## config.mk

```make
export PLATFORM = sky130hd
export DESIGN_NAME = kwmf_ctrl
export DESIGN_NICKNAME = d
export VERILOG_FILES = /design/src/design/kwmf_pkg.sv /design/src/design/kwmf_ctrl.sv
export SDC_FILE = /design/constraint.sdc
export NUM_CORES = 1
export LEC_CHECK = 0
export BUFFER_PORTS_ARGS = -buffer_cell sky130_fd_sc_hd__buf_2
export CORE_AREA = 2 2 39 41
export DETAILED_ROUTE_END_ITERATION = 10
export DIE_AREA = 0 0 41 43
export SKIP_CTS_REPAIR_TIMING = 1
export SLEW_MARGIN = 25
export SYNTH_ARGS = -nofsm -noshare
export SYNTH_HDL_FRONTEND = slang
export SYNTH_SLANG_ARGS = --single-unit
```

## constraint.sdc

```tcl
create_clock -name clk_i -period 1.3 [get_ports clk_i]
set_clock_uncertainty 0.1 [all_clocks]
set_input_delay 0.065 -clock clk_i [delete_from_list [all_inputs] [get_ports clk_i]]
set_output_delay 0.065 -clock clk_i [all_outputs]
set_load 0.02 [all_outputs]
```

## src/design/kwmf_pkg.sv

```systemverilog
`timescale 1ns / 1ps

package kwmf_pkg;

  // configuration register indexes
  localparam int unsigned CFG_IDX_W = 1;
  localparam logic [CFG_IDX_W-1:0] CFG_MATCH_THRESHOLD = 1'd0;
  localparam logic [CFG_IDX_W-1:0] CFG_WORD_LENGTH     = 1'd1;

  localparam int unsigned CFG_DATA_W = 8;
  localparam int unsigned THR_W      = 8;
  localparam int unsigned WL_W       = 4;
  localparam int unsigned BASE_W     = 2;

  localparam logic [THR_W-1:0] THR_RESET = 8'd2;
  localparam logic [WL_W-1:0]  WL_RESET  = 4'd10;

  // mode codes
  localparam logic MODE_REF   = 1'b0;
  localparam logic MODE_QUERY = 1'b1;

  typedef enum logic [2:0] {
    ST_INIT_CLEAR,
    ST_IDLE,
    ST_CLEAR,
    ST_LOOKUP,
    ST_EVAL
  } kwmf_state_e;

  typedef struct packed {
    logic accept;    // take the offered beat, advance the rolling word
    logic clr_step;  // zero one map row, advance the clear pointer
    logic rd;        // read the map row of the current word
    logic eval;      // set the bit or count the hit, load a result
  } kwmf_cmd_t;

  typedef struct packed {
    logic start_clear;  // offered beat is the first reference base
    logic clr_last;     // clear pointer sits on the last row
    logic need_out;     // current item is the last query base
    logic out_blocked;  // result register full and not taken this cycle
  } kwmf_status_t;

endpackage

```

## src/design/kwmf_ctrl.sv

```systemverilog
`timescale 1ns / 1ps

module kwmf_ctrl (
  input  logic                  clk_i,
  input  logic                  rst_ni,
  input  logic                  in_valid_i,
  input  kwmf_pkg::kwmf_status_t status_i,
  output logic                  in_ready_o,
  output kwmf_pkg::kwmf_cmd_t   cmd_o
);

  kwmf_pkg::kwmf_state_e state_q, state_d;

  always_ff @(posedge clk_i or negedge rst_ni) begin
    if (!rst_ni) begin
      state_q <= kwmf_pkg::ST_INIT_CLEAR;
    end else begin
      state_q <= state_d;
    end
  end

  always_comb begin
    state_d    = state_q;
    in_ready_o = 1'b0;
    cmd_o      = '0;
    case (state_q)
      kwmf_pkg::ST_INIT_CLEAR: begin
        cmd_o.clr_step = 1'b1;
        if (status_i.clr_last) state_d = kwmf_pkg::ST_IDLE;
      end
      kwmf_pkg::ST_IDLE: begin
        in_ready_o = 1'b1;
        if (in_valid_i) begin
          cmd_o.accept = 1'b1;
          state_d = status_i.start_clear ? kwmf_pkg::ST_CLEAR : kwmf_pkg::ST_LOOKUP;
        end
      end
      kwmf_pkg::ST_CLEAR: begin
        cmd_o.clr_step = 1'b1;
        if (status_i.clr_last) state_d = kwmf_pkg::ST_LOOKUP;
      end
      kwmf_pkg::ST_LOOKUP: begin
        cmd_o.rd = 1'b1;
        state_d  = kwmf_pkg::ST_EVAL;
      end
      kwmf_pkg::ST_EVAL: begin
        // hold while a result must go out and the output register is full and not taken
        if (!(status_i.need_out && status_i.out_blocked)) begin
          cmd_o.eval = 1'b1;
          state_d    = kwmf_pkg::ST_IDLE;
        end
      end
      default: begin
        state_d = kwmf_pkg::ST_IDLE;
      end
    endcase
  end

endmodule

```

==> summary.txt <==
Largest net degree at the start of global routing - 8
Crit path time final - 1430 ps
Clk sinks - 3
R2R Path End - state_q[0]
Number of max-cap violations - 0
Clk_lat worst skew - 230 ps
Leak - 0.183 nW
Mean post-synth cell area - 8.54 um^2
H-tree levels - 1
Footprint of the multi-input gates - 140 um^2
Failing checks - negative setup slack
# placed instances - 53
Register-to-register setup slack - -60 ps
Critical Path RT - 1130 ps
Routed Antenna Nets - 0
Worst slew pin tran - 148 ps
Sw Ratio - 40.6%
I/O pin count - 12
Top Registers - state_q: 3 flops
DP Wirelength - 441 um
DR vias/cell - 4.02
Critical path arrival - 1260 ps
Synth top area share - 38.2%
Period utilisation layout - 110%
Max-slew headroom - 90.2%
GRT Overall Usage - 8.15%
Pint - 569 uW
Ranking of synthesized cells by area - dfrtp_1 (38%), a21oi_1 (10%), nor2_1 (7.6%), o22ai_2 (6.4%), or3b_4 (5.7%)
Syn Nets - 30
Leading area contributor after synthesis - dfrtp_1
DR iter-0 viols - 2
#FFs+latches synth - 3
Diodes inserted - 0
Max Fclk - 700 MHz
Number of flip-flops in the largest register - 3
Die W - 41 um
Drt drc - 0
Initial core utilization - 14.2%
Metal1 wirelength - 236 um
Worst VDD drop - 1.08 mV
Max Buffers Root-to-Sink - 2
YS warnings - 0
Final hold violations - 0
First-pass GRT wire length - 834 um
Element type at the critical path end - output pin
Die ar. - 1760 um^2
DRT Wirelength - 567 um
Final Setup Violations - 5
CP Launch Type - flop
Mapped Cells - 23
Cell area after synthesis - 196 um^2
Reg power frac - 17.4%
Worst min path class - input pin to flop
Core region area - 1380 um^2
Final nets - 53
Antenna violations before repair - 0
Library cells used by synthesis - 15
Final RePlAce weighted congestion - 0.708
Worst-path clk slew - 40 ps
Comb power frac - 65.9%
Register area share after synthesis - 38.2%
DRT Pass-1 Iters - 2
CTS tree - built
Synth-to-layout area growth - 98.1%
Number of buffers added on ports - 11
Sw power - 388 uW
FP Rows - 14
CP max FO - 5
DR WL/cell - 9.30 um
TritonCTS Buffers - 3
DR WL met3 - 38 um
Status - finished, violations left
Top Layer Used - met3
Register area - 75.1 um^2
Worst hold slack - 18.3 ps
Worst hold start - in_valid_i
Total power draw - 956 uW
Critical path type - flop to output pin
Total grt overflow - 0
Reg2reg start - state_q[2]
Final max-slew violation count - 0
WHS Path Cells - 3
Share of cells above drive strength 1 - 62.2%
Setup TNS - -338 ps
Fillers - 157
Vias in the first global route - 211
Clock Power Share - 16.8%
Most flop-heavy register - state_q
Routed wl met2 - 292 um
RSZ-0062 raised after global routing - yes
Root Driver - clkbuf_4
DR vias - 245
Endpoint, Worst Hold - state_q[1]
Final Non-Filler Cells - 61
Final setup margin - -128 ps
Die H - 43 um
Worst r2r path cells - 4
Pwr/cell area - 2460 nW/um^2
[through the flow]
step | util (%) | worst slack [ps] | cell area [um^2]
floorplan | - | 33.9 | 205
global placement | 21.9 | 70.7 | 303
detailed placement | 21.9 | 46.6 | 303
CTS | 23.8 | -188 | 329
global route | 28.1 | -174 | 389
finish | 28.1 | -128 | 389
[cell usage in the layout, fill, tap and decap left out]
| cell type | instances |
|---|---|
| a21oi_1 | 2 |
| a21oi_2 | 2 |
| buf_2 | 7 |
| buf_4 | 9 |
| buf_6 | 1 |
| clkbuf_1 | 1 |
| clkbuf_4 | 3 |
| dfrtp_1 | 3 |
| dlygate4sd3_1 | 1 |
| inv_1 | 1 |
| nand2_1 | 1 |
| nand2b_1 | 1 |
| nand2b_4 | 1 |
| nand3_1 | 1 |
| nand4b_1 | 1 |
| nor2_1 | 2 |
| nor2_2 | 2 |
| nor3b_2 | 1 |
| o22ai_1 | 1 |
| o22ai_2 | 1 |
| or2_1 | 1 |
| or3_1 | 1 |
| or3b_4 | 1 |
[layout make-up]
| type | count | area share, % |
|---|---|---|
| Sequential cell | 3 | 19.3 |
| Clock buffer | 4 | 6.75 |
| Timing Repair Buffer | 18 | 31.8 |
| Tap cell | 16 | 5.14 |
| Multi-Input combinational cell | 19 | 36.0 |
| Inverter | 1 | 0.965 |
[power by group through the flow]
stage | Combinational (mW) | Clock, mW | Sequential [mW]
after floorplan | 0.278 | 0 | 0.190
final | 0.630 | 0.160 | 0.166
after global placement | 0.481 | 0 | 0.168
after CTS | 0.484 | 0.169 | 0.168
after detailed placement | 0.480 | 0 | 0.169
after global routing | 0.687 | 0.185 | 0.172
[routing by layer]
layer | vias up | GRT usage [%]
li1 | 125 | -
met1 | 113 | 8.41
met2 | 7 | 8.75
met3 | 0 | 4.71
met4 | 0 | 12.0
met5 | - | 0
[logic make-up after synthesis]
| logic type | count (synthesis) | synth area share [%] |
|---|---|---|
| flip-flops | 3 | 38.2 |
| AO/OA/AOI/OAI | 6 | 19.7 |
| buffers and inverters | 1 | 1.91 |
| AND/OR/NAND/NOR | 13 | 40.1 |
[critical path, stage by stage, from the launching register on]
cell,delay [ps]
dfrtp_1,390
or3b_4,400
a21oi_2,100
buf_4,140
[worst max path at each step]
| stage | start | to | cells after the start |
|---|---|---|---|
| finish | state_q[2] | cmd_o[0] | 3 |
| global route | state_q[2] | cmd_o[0] | 3 |
| CTS | state_q[2] | cmd_o[0] | 3 |
| detailed placement | state_q[2] | state_q[0] | 3 |
| global placement | state_q[2] | state_q[0] | 3 |
| floorplan | state_q[1] | state_q[0] | 3 |
[Yosys cell counts]
master / number
dfrtp_1: 3
o22ai_2: 1
inv_1: 1
o22ai_1: 1
nand2b_2: 1
nand4b_1: 1
nand2b_1: 1
nand3_1: 1
or3_1: 1
nor2_1: 4
a21oi_1: 4
or3b_4: 1
or2_1: 1
nand2_1: 1
nor3b_1: 1
Power figures use the tool's default switching activity.
